--- src/sv/pcpd_pkg.sv ---
// shared types and constants of the patch column post decoder
`default_nettype none

package pcpd_pkg;

  localparam int MaxHeightDef = 256;

  localparam int CfgDataW  = 16;
  localparam int CfgIndexW = 1;

  localparam logic [CfgIndexW-1:0] REG_ORIGIN_ROW     = 1'b0;
  localparam logic [CfgIndexW-1:0] REG_TEXTURE_HEIGHT = 1'b1;

  localparam logic [15:0] OriginRowReset     = 16'sd0;
  localparam logic [8:0]  TextureHeightReset = 9'd128;

  localparam logic [7:0] END_MARK = 8'hFF;

  typedef struct packed {
    logic signed [15:0] origin_row;
    logic [8:0]         texture_height;
  } cfg_t;

  typedef struct packed {
    logic       valid;
    logic [7:0] row;
    logic [7:0] pixel_index;
    logic       column_done;
  } result_t;

endpackage

`default_nettype wire

--- src/sv/pcpd_cfg_regs.sv ---
// configuration registers of the patch column post decoder
`default_nettype none

module pcpd_cfg_regs (
  input  wire logic                           clk_i,
  input  wire logic                           rst_ni,
  input  wire logic                           cfg_we_i,
  input  wire logic [pcpd_pkg::CfgIndexW-1:0] cfg_index_i,
  input  wire logic [pcpd_pkg::CfgDataW-1:0]  cfg_data_i,
  output pcpd_pkg::cfg_t                      cfg_o
);
  import pcpd_pkg::*;

  logic signed [15:0] origin_row_q;
  logic [8:0]         texture_height_q;

  always_ff @(posedge clk_i or negedge rst_ni) begin
    if (!rst_ni) begin
      origin_row_q     <= OriginRowReset;
      texture_height_q <= TextureHeightReset;
    end else if (cfg_we_i) begin
      case (cfg_index_i)
        REG_ORIGIN_ROW:     origin_row_q     <= cfg_data_i[15:0];
        REG_TEXTURE_HEIGHT: texture_height_q <= cfg_data_i[8:0];
        default: begin
        end
      endcase
    end
  end

  assign cfg_o.origin_row     = origin_row_q;
  assign cfg_o.texture_height = texture_height_q;

endmodule

`default_nettype wire

--- src/sv/pcpd_parser.sv ---
// post parse state and per-byte row calculation
`default_nettype none

module pcpd_parser #(
  parameter int MAX_HEIGHT = pcpd_pkg::MaxHeightDef
) (
  input  wire logic           clk_i,
  input  wire logic           rst_ni,
  input  wire logic           step_i,
  input  wire logic [7:0]     data_byte_i,
  input  wire logic           column_start_i,
  input  wire pcpd_pkg::cfg_t cfg_i,
  output pcpd_pkg::result_t   res_o
);
  import pcpd_pkg::*;

  localparam logic [2:0] PH_TOP  = 3'd0;
  localparam logic [2:0] PH_LEN  = 3'd1;
  localparam logic [2:0] PH_PAD1 = 3'd2;
  localparam logic [2:0] PH_PIX  = 3'd3;
  localparam logic [2:0] PH_PAD2 = 3'd4;
  localparam logic [2:0] PH_DONE = 3'd5;

  logic [2:0] phase_q, phase_d;
  logic [7:0] top_q, top_d;
  logic [7:0] len_q, len_d;
  logic [7:0] pos_q, pos_d;
  logic [8:0] col_off_q, col_off_d;
  logic [8:0] written_q, written_d;

  logic [2:0] phase_c;
  logic [7:0] top_c, len_c, pos_c;
  logic [8:0] col_off_c, written_c;

  logic signed [17:0] t_row;
  logic signed [18:0] r_row;
  logic               row_ok;
  logic [7:0]         pos_inc;
  logic [9:0]         off_sum;

  // column start clears everything before the byte is parsed
  always_comb begin
    if (column_start_i) begin
      phase_c   = PH_TOP;
      top_c     = '0;
      len_c     = '0;
      pos_c     = '0;
      col_off_c = '0;
      written_c = '0;
    end else begin
      phase_c   = phase_q;
      top_c     = top_q;
      len_c     = len_q;
      pos_c     = pos_q;
      col_off_c = col_off_q;
      written_c = written_q;
    end
  end

  // origin + top + pixel position; negative means clipped at the top
  assign t_row = 18'(cfg_i.origin_row) + {10'd0, top_c} + {10'd0, pos_c};
  assign r_row = 19'(t_row) + {10'd0, col_off_c};
  assign row_ok = !t_row[17] && (r_row[18:8] == '0)
                  && ({1'b0, r_row[7:0]} < cfg_i.texture_height)
                  && ({24'd0, r_row[7:0]} < 32'(MAX_HEIGHT));
  assign pos_inc = pos_c + 8'd1;
  assign off_sum = {1'b0, col_off_c} + {1'b0, written_c};

  always_comb begin
    phase_d   = phase_c;
    top_d     = top_c;
    len_d     = len_c;
    pos_d     = pos_c;
    col_off_d = col_off_c;
    written_d = written_c;
    res_o     = '0;
    case (phase_c)
      PH_TOP: begin
        if (data_byte_i == END_MARK) begin
          res_o.valid       = 1'b1;
          res_o.column_done = 1'b1;
          phase_d           = PH_DONE;
        end else begin
          if (data_byte_i != 8'd0) begin
            col_off_d = '0;
          end
          top_d   = data_byte_i;
          phase_d = PH_LEN;
        end
      end
      PH_LEN: begin
        len_d     = data_byte_i;
        pos_d     = '0;
        written_d = '0;
        phase_d   = PH_PAD1;
      end
      PH_PAD1: begin
        phase_d = (len_c == 8'd0) ? PH_PAD2 : PH_PIX;
      end
      PH_PIX: begin
        if (row_ok) begin
          res_o.valid       = 1'b1;
          res_o.row         = r_row[7:0];
          res_o.pixel_index = data_byte_i;
          if (written_c != 9'h1FF) begin
            written_d = written_c + 9'd1;
          end
        end
        pos_d = pos_inc;
        if (pos_inc >= len_c || pos_inc == 8'd0) begin
          phase_d = PH_PAD2;
        end
      end
      PH_PAD2: begin
        col_off_d = off_sum[9] ? 9'h1FF : off_sum[8:0];
        written_d = '0;
        phase_d   = PH_TOP;
      end
      default: begin
      end
    endcase
  end

  always_ff @(posedge clk_i or negedge rst_ni) begin
    if (!rst_ni) begin
      phase_q   <= PH_TOP;
      top_q     <= '0;
      len_q     <= '0;
      pos_q     <= '0;
      col_off_q <= '0;
      written_q <= '0;
    end else if (step_i) begin
      phase_q   <= phase_d;
      top_q     <= top_d;
      len_q     <= len_d;
      pos_q     <= pos_d;
      col_off_q <= col_off_d;
      written_q <= written_d;
    end
  end

endmodule

`default_nettype wire

--- src/sv/patch_column_post_decoder.sv ---
// top level of the patch column post decoder
//
// Takes the byte stream of one picture patch column, one byte per beat, and
// returns one beat per visible pixel (row and palette index) plus one beat
// with column_done set when the 0xFF terminator closes the column. Bytes
// pass an input register, combinational parse logic and a result register,
// so the block sustains one byte per cycle; it stalls only while the result
// register is full and not taken. column_start_i on a byte restarts the
// parse with that byte as the first top-delta. Configuration must be
// written only while no beat is in flight; the block does not enforce it.
`default_nettype none

module patch_column_post_decoder #(
  parameter int MAX_HEIGHT = pcpd_pkg::MaxHeightDef
) (
  input  wire logic                           clk_i,
  input  wire logic                           rst_ni,
  input  wire logic                           cfg_we_i,
  input  wire logic [pcpd_pkg::CfgIndexW-1:0] cfg_index_i,
  input  wire logic [pcpd_pkg::CfgDataW-1:0]  cfg_data_i,
  input  wire logic                           in_valid_i,
  output      logic                           in_ready_o,
  input  wire logic [7:0]                     data_byte_i,
  input  wire logic                           column_start_i,
  output      logic                           out_valid_o,
  input  wire logic                           out_ready_i,
  output      logic [7:0]                     row_o,
  output      logic [7:0]                     pixel_index_o,
  output      logic                           column_done_o
);
  import pcpd_pkg::*;

  cfg_t    cfg;
  result_t res;

  logic       in_valid_q, in_valid_d;
  logic [7:0] byte_q;
  logic       start_q;
  logic       out_valid_q, out_valid_d;
  logic [7:0] row_q, pix_q;
  logic       done_q;
  logic       out_free, step, in_accept;

  pcpd_cfg_regs u_cfg (
    .clk_i       (clk_i),
    .rst_ni      (rst_ni),
    .cfg_we_i    (cfg_we_i),
    .cfg_index_i (cfg_index_i),
    .cfg_data_i  (cfg_data_i),
    .cfg_o       (cfg)
  );

  pcpd_parser #(
    .MAX_HEIGHT (MAX_HEIGHT)
  ) u_parser (
    .clk_i          (clk_i),
    .rst_ni         (rst_ni),
    .step_i         (step),
    .data_byte_i    (byte_q),
    .column_start_i (start_q),
    .cfg_i          (cfg),
    .res_o          (res)
  );

  assign out_free   = !out_valid_q || out_ready_i;
  assign step       = in_valid_q && out_free;
  assign in_ready_o = !in_valid_q || out_free;
  assign in_accept  = in_valid_i && in_ready_o;

  always_comb begin
    in_valid_d = in_valid_q;
    if (in_accept) begin
      in_valid_d = 1'b1;
    end else if (step) begin
      in_valid_d = 1'b0;
    end
  end

  always_comb begin
    out_valid_d = out_valid_q;
    if (step) begin
      out_valid_d = res.valid;
    end else if (out_ready_i) begin
      out_valid_d = 1'b0;
    end
  end

  always_ff @(posedge clk_i or negedge rst_ni) begin
    if (!rst_ni) begin
      in_valid_q  <= 1'b0;
      out_valid_q <= 1'b0;
    end else begin
      in_valid_q  <= in_valid_d;
      out_valid_q <= out_valid_d;
    end
  end

  always_ff @(posedge clk_i) begin
    if (in_accept) begin
      byte_q  <= data_byte_i;
      start_q <= column_start_i;
    end
    if (step && res.valid) begin
      row_q  <= res.row;
      pix_q  <= res.pixel_index;
      done_q <= res.column_done;
    end
  end

  assign out_valid_o   = out_valid_q;
  assign row_o         = row_q;
  assign pixel_index_o = pix_q;
  assign column_done_o = done_q;

endmodule

`default_nettype wire
--- config.mk ---
export PLATFORM = sky130hd
export DESIGN_NAME = patch_column_post_decoder
export DESIGN_NICKNAME = d
export VERILOG_FILES = /design/src/sv/pcpd_pkg.sv /design/src/sv/pcpd_cfg_regs.sv /design/src/sv/pcpd_parser.sv /design/src/sv/patch_column_post_decoder.sv
export SDC_FILE = /design/constraint.sdc
export NUM_CORES = 1
export LEC_CHECK = 0
export ABC_AREA = 1
export BUFFER_PORTS_ARGS = -buffer_cell sky130_fd_sc_hd__buf_2
export CAP_MARGIN = 20
export CORE_AREA = 2 2 102 124
export CTS_CLUSTER_SIZE = 25
export DETAILED_ROUTE_END_ITERATION = 8
export DIE_AREA = 0 0 104 126
export GPL_ROUTABILITY_DRIVEN = 0
export PLACE_DENSITY = 0.85
export SYNTH_ARGS = -nofsm -noshare
export SYNTH_HDL_FRONTEND = slang
export SYNTH_SLANG_ARGS = --single-unit
--- constraint.sdc ---
create_clock -name clk_i -period 10.9 [get_ports clk_i]
set_input_delay 2.18 -clock clk_i [delete_from_list [all_inputs] [get_ports clk_i]]
set_output_delay 2.18 -clock clk_i [all_outputs]
set_load 0.005 [all_outputs]
# ---- Word level (Yosys, flattened, before mapping)
# Cells that the tools add are included.
dict set report word_totals {
  ff_bits 98
}
dict set report classes {
  add_sub_neg 6
  n_lt_le_gt_ge 2
  eq_ne 6
  reduce_logical 22
  bitwise 1
  mux 28
}
# op n
set ops {}
lappend ops {{$mux 9} 7}
lappend ops {{$mux 8} 6}
lappend ops {{$pmux 9 s2} 2}
lappend ops {{$add 18x10->19} 1}
lappend ops {{$add 18x8->18} 1}
lappend ops {{$add 16x9->17} 1}
lappend ops {{$mux 17} 1}
lappend ops {{$logic_not 8->1} 2}
lappend ops {{$pmux 8 s2} 1}
lappend ops {{$pmux 3 s5} 1}
lappend ops {{$mux 3} 4}
lappend ops {{$logic_not 11->1} 1}
lappend ops {{$add 9x9->10} 1}
lappend ops {{$add 9x1->9 const B} 1}
lappend ops {{$lt 8x9->1} 1}
lappend ops {{$ne 9x9->1 const B} 1}
lappend ops {{$add 8x1->8 const B} 1}
lappend ops {{$eq 8x8->1 const B} 1}
lappend ops {{$ge 8x8->1} 1}
lappend ops {{$reduce_bool 8->1} 1}
lappend ops {{$eq 3x2->1 const B} 2}
lappend ops {{$reduce_and 2->1} 3}
lappend ops {{$logic_and 1x1->1} 5}
lappend ops {{$mux 1} 5}
lappend ops {{other kinds (9)} 14}

# ---- Logic depth before layout (Yosys ltp)
# Gate-level depths: netlist (run 1).
dict set report depth {
  ltp_word 10
  ltp_mapped 39
  ltp_nobuf 37
}

# ---- Hierarchy
# From an unflattened synthesis (run 1), not the netlist that was laid out.
dict set report unflattened {
  cells_unflattened 970
  area_unflattened_um2 7288.2
}
# mod seq_area_each_um2 cells_each n_inst area_each_um2
set by_module_without_submodules {}
lappend by_module_without_submodules {pcpd_parser 1126.1 820 1 5381.4}
lappend by_module_without_submodules {pcpd_cfg_regs 626.9 109 1 1017.2}
lappend by_module_without_submodules {patch_column_post_decoder 830.8 41 1 889.6}

# ---- Worst setup path after synthesis (run 1)
# Ideal clock, no wire load.
dict set report synth_path {
  path_type {register to register}
  from {register start_q}
  to {register done_q (netlist: column_done_o) (enable)}
  path_buffers 3
  path_slack_ns 4.953
  path_stages_with_launch 38
  period_less_slack_ns 5.947
  setup_ns 0.369
  arrival_ns 5.578
  cell_sequence {edfxtp_1 > clkbuf_1 > buf_1 > clkbuf_1 > nor2_1 > ha_1 > inv_1 > fa_1 > inv_1 > nand2_1 > nand2_1 > nand2_1 > xnor2_1 > ha_1 > nand2_1 > nand2_1 > a31oi_1 > xor2_1 > (+2 left out) > inv_1 > nand4_1 > o211ai_1 > xor2_1 > ha_1 > nand2_1 > nor2_1 > nand4_1 > a21oi_1 > a211oi_1 > nand3_1 > nor2_1 > nand3_1 > nor2_4 > nand2_4 > nand2_1 > nand2_1 > inv_1}
}
# item line_no
set synth_lines {}
lappend synth_lines {{from (decl)} patch_column_post_decoder.sv:38} ;# logic start_q;
lappend synth_lines {{from (signal assigned)} patch_column_post_decoder.sv:101} ;# start_q <= column_start_i;
lappend synth_lines {{$mux 8} pcpd_parser.sv:43} ;# if (column_start_i) begin
lappend synth_lines {{$add 16x9->17} pcpd_parser.sv:61} ;# assign t_row = 18'(cfg_i.origin_row) + {10'd0, top_c} + {10'd0, pos_c};
lappend synth_lines {{$add 18x8->18} pcpd_parser.sv:61}
lappend synth_lines {{$add 18x10->19 (*)} pcpd_parser.sv:62} ;# assign r_row = 19'(t_row) + {10'd0, col_off_c};
lappend synth_lines {{net u_parser.r_row[7]} pcpd_parser.sv:36} ;# logic signed [18:0] r_row;
lappend synth_lines {{$lt 8x9->1 (*)} pcpd_parser.sv:64} ;# && ({1'b0, r_row[7:0]} < cfg_i.texture_height)
lappend synth_lines {{$logic_and 1x1->1 (*)} pcpd_parser.sv:64}
lappend synth_lines {{$mux 17 (*)} pcpd_parser.sv:101} ;# if (row_ok) begin
lappend synth_lines {{$pmux 1 s2 (*)} pcpd_parser.sv:77} ;# case (phase_c)
lappend synth_lines {{$logic_and 1x1->1 (*)} patch_column_post_decoder.sv:103} ;# if (step && res.valid) begin
lappend synth_lines {{to (signal assigned)} patch_column_post_decoder.sv:106} ;# done_q <= res.column_done;
lappend synth_lines {{to (decl)} patch_column_post_decoder.sv:41} ;# logic done_q;
# Mark *: on every way through the listed nets, which the timed path passes. The rest lies on a longest branch.
# A chain may end at the register's enable or synchronous reset.

# ---- Worst setup path in the final report (run 1)
dict set report layout_path {
  from {register start_q}
  to {register row_q[7] (netlist: row_o[7]) (enable)}
}
# item line_no
set layout_lines {}
lappend layout_lines {{$mux 8} pcpd_parser.sv:43}
lappend layout_lines {{$add 16x9->17} pcpd_parser.sv:61}
lappend layout_lines {{$add 18x8->18} pcpd_parser.sv:61}
lappend layout_lines {{$add 18x10->19 (*)} pcpd_parser.sv:62}
lappend layout_lines {{net u_parser.r_row[7]} pcpd_parser.sv:36}
lappend layout_lines {{$lt 8x9->1 (*)} pcpd_parser.sv:64}
lappend layout_lines {{$logic_and 1x1->1 (*)} pcpd_parser.sv:64}
lappend layout_lines {{$mux 17 (*)} pcpd_parser.sv:101}
lappend layout_lines {{$pmux 1 s2 (*)} pcpd_parser.sv:77}
lappend layout_lines {{$logic_and 1x1->1 (*)} patch_column_post_decoder.sv:103}
lappend layout_lines {{to (signal assigned)} patch_column_post_decoder.sv:104} ;# row_q <= res.row;
lappend layout_lines {{to (decl)} patch_column_post_decoder.sv:40} ;# logic [7:0] row_q, pix_q;
# Marked as above.

==> results of run 1 <==
-- per-layer routing --
layer / routed length [µm] / vias to the layer above
met3: 840 / 46
met1: 8050 / 3208
met5: 0 / -
met4: 524 / 0
li1: - / 3480
met2: 8770 / 232
-- stage by stage --
stage	area [µm²]	hold slack, ps	worst slack, ps	instances
floorplan	7600	449	4950	1055
finish	8290	486	4130	1263
CTS	8290	490	4230	1263
global placement	7980	462	4600	1247
detailed placement	7980	470	4330	1247
global route	8290	514	3580	1263
-- power breakdown --
part           switching (µW)  internal (µW)  leakage (µW)  total [µW]
logic                     501            253       0.00300         753
clock network             169            164      0.000146         332
registers                32.1            427       0.00110         459
-- layout by cell type (no fill, tap or decap), types with 2 or more instances in the layout --
cell type / instances
o21bai_1: 4
nor4_1: 5
edfxtp_1: 26
xor2_1: 23
a21oi_1: 72
o21ai_0: 65
clkinv_8: 2
inv_1: 174
a221oi_1: 2
nor3_1: 7
clkinv_1: 3
o21a_1: 3
o211ai_1: 5
nand3_2: 5
nand2_2: 11
fa_1: 4
or2_2: 4
a31oi_1: 3
xnor2_1: 9
a22oi_1: 7
nor2_4: 16
buf_2: 48
ha_1: 51
inv_8: 2
clkbuf_16: 9
nand4_1: 17
o22ai_1: 4
inv_2: 8
dfrtp_1: 71
nor2_1: 100
nand2_1: 248
buf_4: 4
mux2_2: 2
nand2_4: 4
nor2_2: 7
nand3_1: 58
-- tightest hold or removal path: cells and delay by family (launching register included) --
kind	cells	cell delay (ps)
and+or+nand+nor	2	100
DFF	1	350
-- cells by family after synthesis --
| logic type | after synthesis |
|---|---|
| XOR/XNOR | 32 |
| flip-flops | 98 |
| multiplexers | 2 |
| AO/OA/AOI/OAI | 174 |
| buffers and inverters | 206 |
| adder cells (fa/ha/maj) | 55 |
| AND/OR/NAND/NOR | 488 |
-- final cells by class --
type / count / area share
Multi-Input combinational cell: 751 / 0.511
Sequential cell: 98 / 0.312
Inverter: 185 / 0.0838
Timing Repair Buffer: 52 / 0.0326
Clock buffer: 9 / 0.0272
Tap cell: 161 / 0.0243
Clock inverter: 7 / 0.00966
-- registers in the layout, summed over array words and instances (netlist names) --
register / flops
start_q: 1
u_parser.col_off_q: 9
out_valid_o: 1
u_parser.written_q: 9
u_parser.phase_q: 3
u_parser.top_q: 8
column_done_o: 1
u_parser.pos_q: 8
u_cfg.origin_row_q: 16
byte_q: 8
u_cfg.texture_height_q: 9
u_parser.len_q: 8
in_valid_q: 1
pixel_index_o: 8
row_o: 8
-- worst max-delay path by stage --
stage | startpoint | end | slack (ps) | cells past startpoint
global route | start_q | row_o[3] | 3580 | 35
CTS | start_q | row_o[7] | 4230 | 35
floorplan | start_q | column_done_o | 4950 | 37
global placement | start_q | row_o[6] | 4600 | 35
detailed placement | start_q | row_o[5] | 4330 | 35
finish | start_q | row_o[7] | 4130 | 35
==> summary.txt, run 1 <==
Max-cap violation count - 0
Unrepaired setup endpoints after global routing - no
Final Hold Viols - 0
Cell variety after synth - 51
Met2 Usage GRT - 0.486
Critical Path Sink Type - register
Post-synthesis mux area share - 0.00296
Multi-input gate area - 4230 µm²
Top cells by area, synth - dfrtp_1 (23%), nand2_1 (12%), edfxtp_1 (10%)
Count leader, synth - nand2_1
Clock-pin slew on the worst setup and hold paths - 80 ps
Top cell by count, worst path - nand2_1
Die area - 13100 µm²
Arr. time, crit path - 6770 ps
Met3 global-route usage - 0.0248
GRT Residual Overflow - 0
Hold-fix buffers, CTS - 0
Buf/Inv on CP - 5
Worst VDD drop - 147 µV
Mapped cell area - 7600 µm²
Total Power - 1540 µW
Storage cell area - 2580 µm²
Worst hold path type - register to register
Synth top area share - 0.234
Clock Tree Buf Depth - 2
CP Data Required Time - 10900 ps
Diode count - 0
Synth Area in Compound Gates - 0.127
Worst path max stage delay - 440 ps
Worst-case hold path end point - u_parser.written_q[8]
Die width - 104 µm
Pins Over Slew Limit - 0
Busiest grt layer - met2
Hold_sp - u_parser.written_q[8]
Post-CTS Setup Bufs - 0
Detail Placement HPWL - 13400 µm
CP max FO - 32
Initial antenna violation count - 0
Period Utilization, post-route - 0.621
Final Core Density - 0.697
Antenna viol nets, final - 0
GRT Resource Usage Total - 0.286
Fmax - 148 MHz
Number of synthesized register bits - 98
Setup slack, reg-to-reg - 4130 ps
Vias in the first global route - 6494
First-pass GRT wire length - 30400 µm
Clock Root Buffer - clkbuf_16
Number of synthesized flops with an enable pin - 26
Core Footprint - 11900 µm²
First DRT Iteration DRCs - 537
Post-synthesis instance total - 1055
Synth cell count leaders - nand2_1 (248), inv_1 (174), nor2_1 (100)
Top_reg_cell synth - dfrtp_1
Rel. slew slack - 0.361
Max Clock Skew - 10.2 ps
Startpoint types - register
Setup TNS - 0 ps
Post-CTS Resized - 0
Crit path time final - 6770 ps
Leak - 0.00425 µW
Mapped Avg Cell Area - 7.21 µm²
Syn. warnings - 0
Reg-to-reg endpoint - row_o[7]
Die span in y - 126 µm
Buffers on Ports - 49
Mapped Nets - 1141
Setup Viol. Count Final - 0
Cells on Worst Hold Path - 2
Row cnt - 44
Final wirelength - 18200 µm
Global Route met1 Usage - 0.377
First-pass iteration count of the detailed router - 6
Sink Count - 98
Largest net degree at the start of global routing - 73
Share of cells above drive strength 1 - 0.118
Via count - 6966
Largest family of logic cells by synthesized area - simple AND/OR/NAND/NOR gates
Worst Setup Path Type - register to register
Critical-path top delay cell - inv_1
P&R area growth vs syn - 8.98%
Initial core utilization - 0.639
H-Tree Depth - 3
Post-synthesis sequential area ratio - 0.340
Synth Area in Adders - 0.0945
DRC - 0
Depth of the most critical reg-to-reg path - 35
Outcome - finished clean
CTS buffer count - 9
Worst-Skew Late Latency - 370 ps
CTS tree - built
Vias per cell - 5.52
Post-layout net count - 1183
Tightest Pin Transition - 958 ps
Synth area leader - dfrtp_1
DR WL/cell - 14.4 µm
Pwr/cell area - 186 nW/µm²
Simple logic cell fraction of the synthesized area - 0.295
Asr flop ratio synth - 0.735
Post-Synth XOR/XNOR Area - 0.0369
Reg2reg start - start_q
Num ports - 50
FILL cells - 982
CP top delay family - simple AND/OR/NAND/NOR gates
No activity file was read; power rests on OpenSTA's default activity.
==> run 2, diff against run 1 <==
--- a/config.mk
+++ b/config.mk
@@ -5,15 +5,15 @@
 export SDC_FILE = /design/constraint.sdc
 export NUM_CORES = 1
 export LEC_CHECK = 0
-export ABC_AREA = 1
+export ABC_AREA = 0
 export BUFFER_PORTS_ARGS = -buffer_cell sky130_fd_sc_hd__buf_2
 export CAP_MARGIN = 20
-export CORE_AREA = 2 2 102 124
+export CORE_AREA = 2 2 106 128
 export CTS_CLUSTER_SIZE = 25
 export DETAILED_ROUTE_END_ITERATION = 8
-export DIE_AREA = 0 0 104 126
+export DIE_AREA = 0 0 108 130
 export GPL_ROUTABILITY_DRIVEN = 0
-export PLACE_DENSITY = 0.85
+export PLACE_DENSITY = 0.78
 export SYNTH_ARGS = -nofsm -noshare
 export SYNTH_HDL_FRONTEND = slang
 export SYNTH_SLANG_ARGS = --single-unit
==> constraint.sdc (replaced) <==
create_clock -name clk_i -period 5.78 [get_ports clk_i]
set_input_delay 1.156 -clock clk_i [delete_from_list [all_inputs] [get_ports clk_i]]
set_output_delay 1.156 -clock clk_i [all_outputs]
set_load 0.005 [all_outputs]
==> run 2 against run 1 <==
The flow now finishes with violations (setup timing). Via count down 8.6%. Critical path depth down 6. Cell area decreased by 0.27%. Critical path type unchanged.
==> summary.txt, run 2 <==
Outcome - finished with violations
Failing checks - setup timing
Via count - 6367
CTS buffer count - 9
Buffers on Ports - 49
Critical-path top delay cell - edfxtp_1
Pwr/cell area - 298 nW/µm²
DR WL/cell - 18.9 µm
H-Tree Depth - 3
Startpoint types - register
Initial antenna violation count - 0
Max FFs per register - 16
Depth of the most critical reg-to-reg path - 29
First-pass GRT wire length - 28800 µm
Most flop-heavy register - u_cfg.origin_row_q
Max Clock Skew - 14.5 ps
Setup slack, reg-to-reg - -70 ps
Vias in the first global route - 6059
P&R area growth vs syn - 17.9%
Reg2reg start - start_q
Top_reg_cell synth - dfrtp_1
CTS tree - built
Fmax - 171 MHz
Share of cells above drive strength 1 - 0.239
Post-synthesis sequential area ratio - 0.369
Critical Path Sink Type - register
Num ports - 50
Row cnt - 46
Clock Root Buffer - clkbuf_16
Setup TNS - -1150 ps
Antenna viol nets, final - 0
Commonest non-fill, non-tap cell in the layout - dfrtp_1
Final Hold Viols - 0
Post-layout net count - 919
Clock Tree Buf Depth - 2
Mapped Nets - 844
Number of synthesized register bits - 98
Die width - 108 µm
Hold-fix buffers, CTS - 0
Top cells by area, synth - dfrtp_1 (25%), edfxtp_1 (11%), ha_1 (9.1%)
GRT Residual Overflow - 0
Final wirelength - 19000 µm
Worst Setup Path Type - register to register
Unrepaired setup endpoints after global routing - yes
First-pass iteration count of the detailed router - 6
Cell variety after synth - 74
Rel. slew slack - 0.318
CP max FO - 8
Diode count - 0
Vias per cell - 6.33
Asr flop ratio synth - 0.735
Worst hold path type - register to register
Most frequent cells in the layout - dfrtp_1 (71), nand2_1 (57), o21ai_0 (53), buf_2 (49), nor2_1 (48)
Worst-case hold path end point - u_parser.col_off_q[4]
Hold_sp - u_parser.col_off_q[4]
Clock-pin slew on the worst setup and hold paths - 70 ps
Synth area leader - dfrtp_1
Final Instance Count excl. Fillers - 1006
Synth cell count leaders - dfrtp_1 (71), nand2_1 (59), o21ai_0 (58)
GRT Resource Usage Total - 0.262
Worst VDD drop - 163 µV
Arr. time, crit path - 5930 ps
Top cell by count, worst path - buf_4
Die span in y - 130 µm
Core Footprint - 12900 µm²
Die area - 14000 µm²
First DRT Iteration DRCs - 427
Worst-Skew Late Latency - 370 ps
Fin area - 8260 µm²
Max-cap violation count - 0
CP Data Required Time - 5860 ps
Count leader, synth - dfrtp_1
Reg-to-reg endpoint - pixel_index_o[1]
Number of synthesized flops with an enable pin - 26
Post-synthesis instance total - 758
Period Utilization, post-route - 1.01
Syn. warnings - 0
Cell area after placement - 7630 µm²
Pins Over Slew Limit - 0
Synth top area share - 0.254
Tightest Pin Transition - 1010 ps
Detail Placement HPWL - 13500 µm
Worst setup margin - -69.6 ps
Sink Count - 98
Leak - 0.00374 µW
Total Power - 2470 µW
Initial core utilization - 0.541
Largest net degree at the start of global routing - 73
Cells on Worst Hold Path - 2
DRC - 0
Mapped cell area - 7010 µm²
Cell Count Post-Placement - 972
Worst Hold Slack - 472 ps
Worst path max stage delay - 440 ps
Mapped Avg Cell Area - 9.24 µm²
Setup Viol. Count Final - 19
Crit path time final - 5850 ps
## run 2: changes by cell type in the layout (fill, tap and decap cells not counted), moves of 17 or more
| cell | before | now |
|---|---|---|
| nand2_1 | 248 | 57 |
| inv_1 | 174 | 36 |
| nor2_1 | 100 | 48 |
| a21oi_1 | 72 | 24 |
| nand3_1 | 58 | 20 |
| nor2b_1 | 0 | 36 |
| buf_4 | 4 | 36 |
| mux2_2 | 2 | 23 |
| a21o_1 | 1 | 18 |
## run 2: critical path, delay by kind of cell, from the launching register on
family	cells	cell delay [ps]
AO/OA/AOI/OAI	6	1050
adder cells (fa/ha/maj)	4	1280
AND/OR/NAND/NOR	10	1330
flip-flops	1	440
buffers and inverters	6	1060
XOR/XNOR	3	410
## run 2: per-stage QoR
stage               worst slack, ps   util
finish                        -69.6  0.638
global route                   -326  0.638
CTS                            52.6  0.615
detailed placement             -112  0.590
global placement               49.3  0.590
floorplan                      -151      -
## run 2: logic make-up after synthesis
kind of cell	count (synthesis)	share of synthesized area
simple gates	266	0.198
compound gates	214	0.211
flops	98	0.369
buf+inv	64	0.0348
fa+ha+maj	55	0.103
xor+xnor	36	0.0450
mux	25	0.0398
## run 2: where the power goes
part           internal (µW)  leakage [µW]  switching [µW]
registers                792       0.00121             103
logic                    410       0.00239             535
clock network            308      0.000149             316
total                   1510       0.00374             954
## run 2: cell type report
| cell class | instances | area, µm² |
|---|---|---|
| tap | 168 | 210 |
| timing repair buffer | 90 | 581 |
| clock inverter | 7 | 81.3 |
| clock buffer | 9 | 225 |
| inverter | 38 | 143 |
| sequential | 98 | 2580 |
| multi-input combinational | 596 | 4440 |
| fill | 1027 | 4690 |
## run 2: how the worst max path moves through the flow
stage          startpoint                    end  slack [ps]  cells after the start
3_5_place_dp      start_q  u_parser.written_q[5]        -110                     26
5_1_grt           start_q       pixel_index_o[6]        -330                     31
2_1_floorplan     start_q          column_done_o        -150                     30
6_report          start_q       pixel_index_o[1]         -70                     29
4_1_cts           start_q       pixel_index_o[5]          50                     28
3_3_place_gp      start_q  u_parser.written_q[5]          50                     26
## run 2: layer usage
metal  up-vias  GRT usage  share of wire
met5         -          0              0
met3        57     0.0475          0.060
met4         0      0.143          0.046
met2       297      0.463           0.50
li1       2931          -              -
met1      3082      0.299           0.39
## run 2: timing repair
item                       CTS  global route
buffers inserted             2            16
resized for setup            2            46
pin swaps                    1            18
setup endpoints to repair   39            41
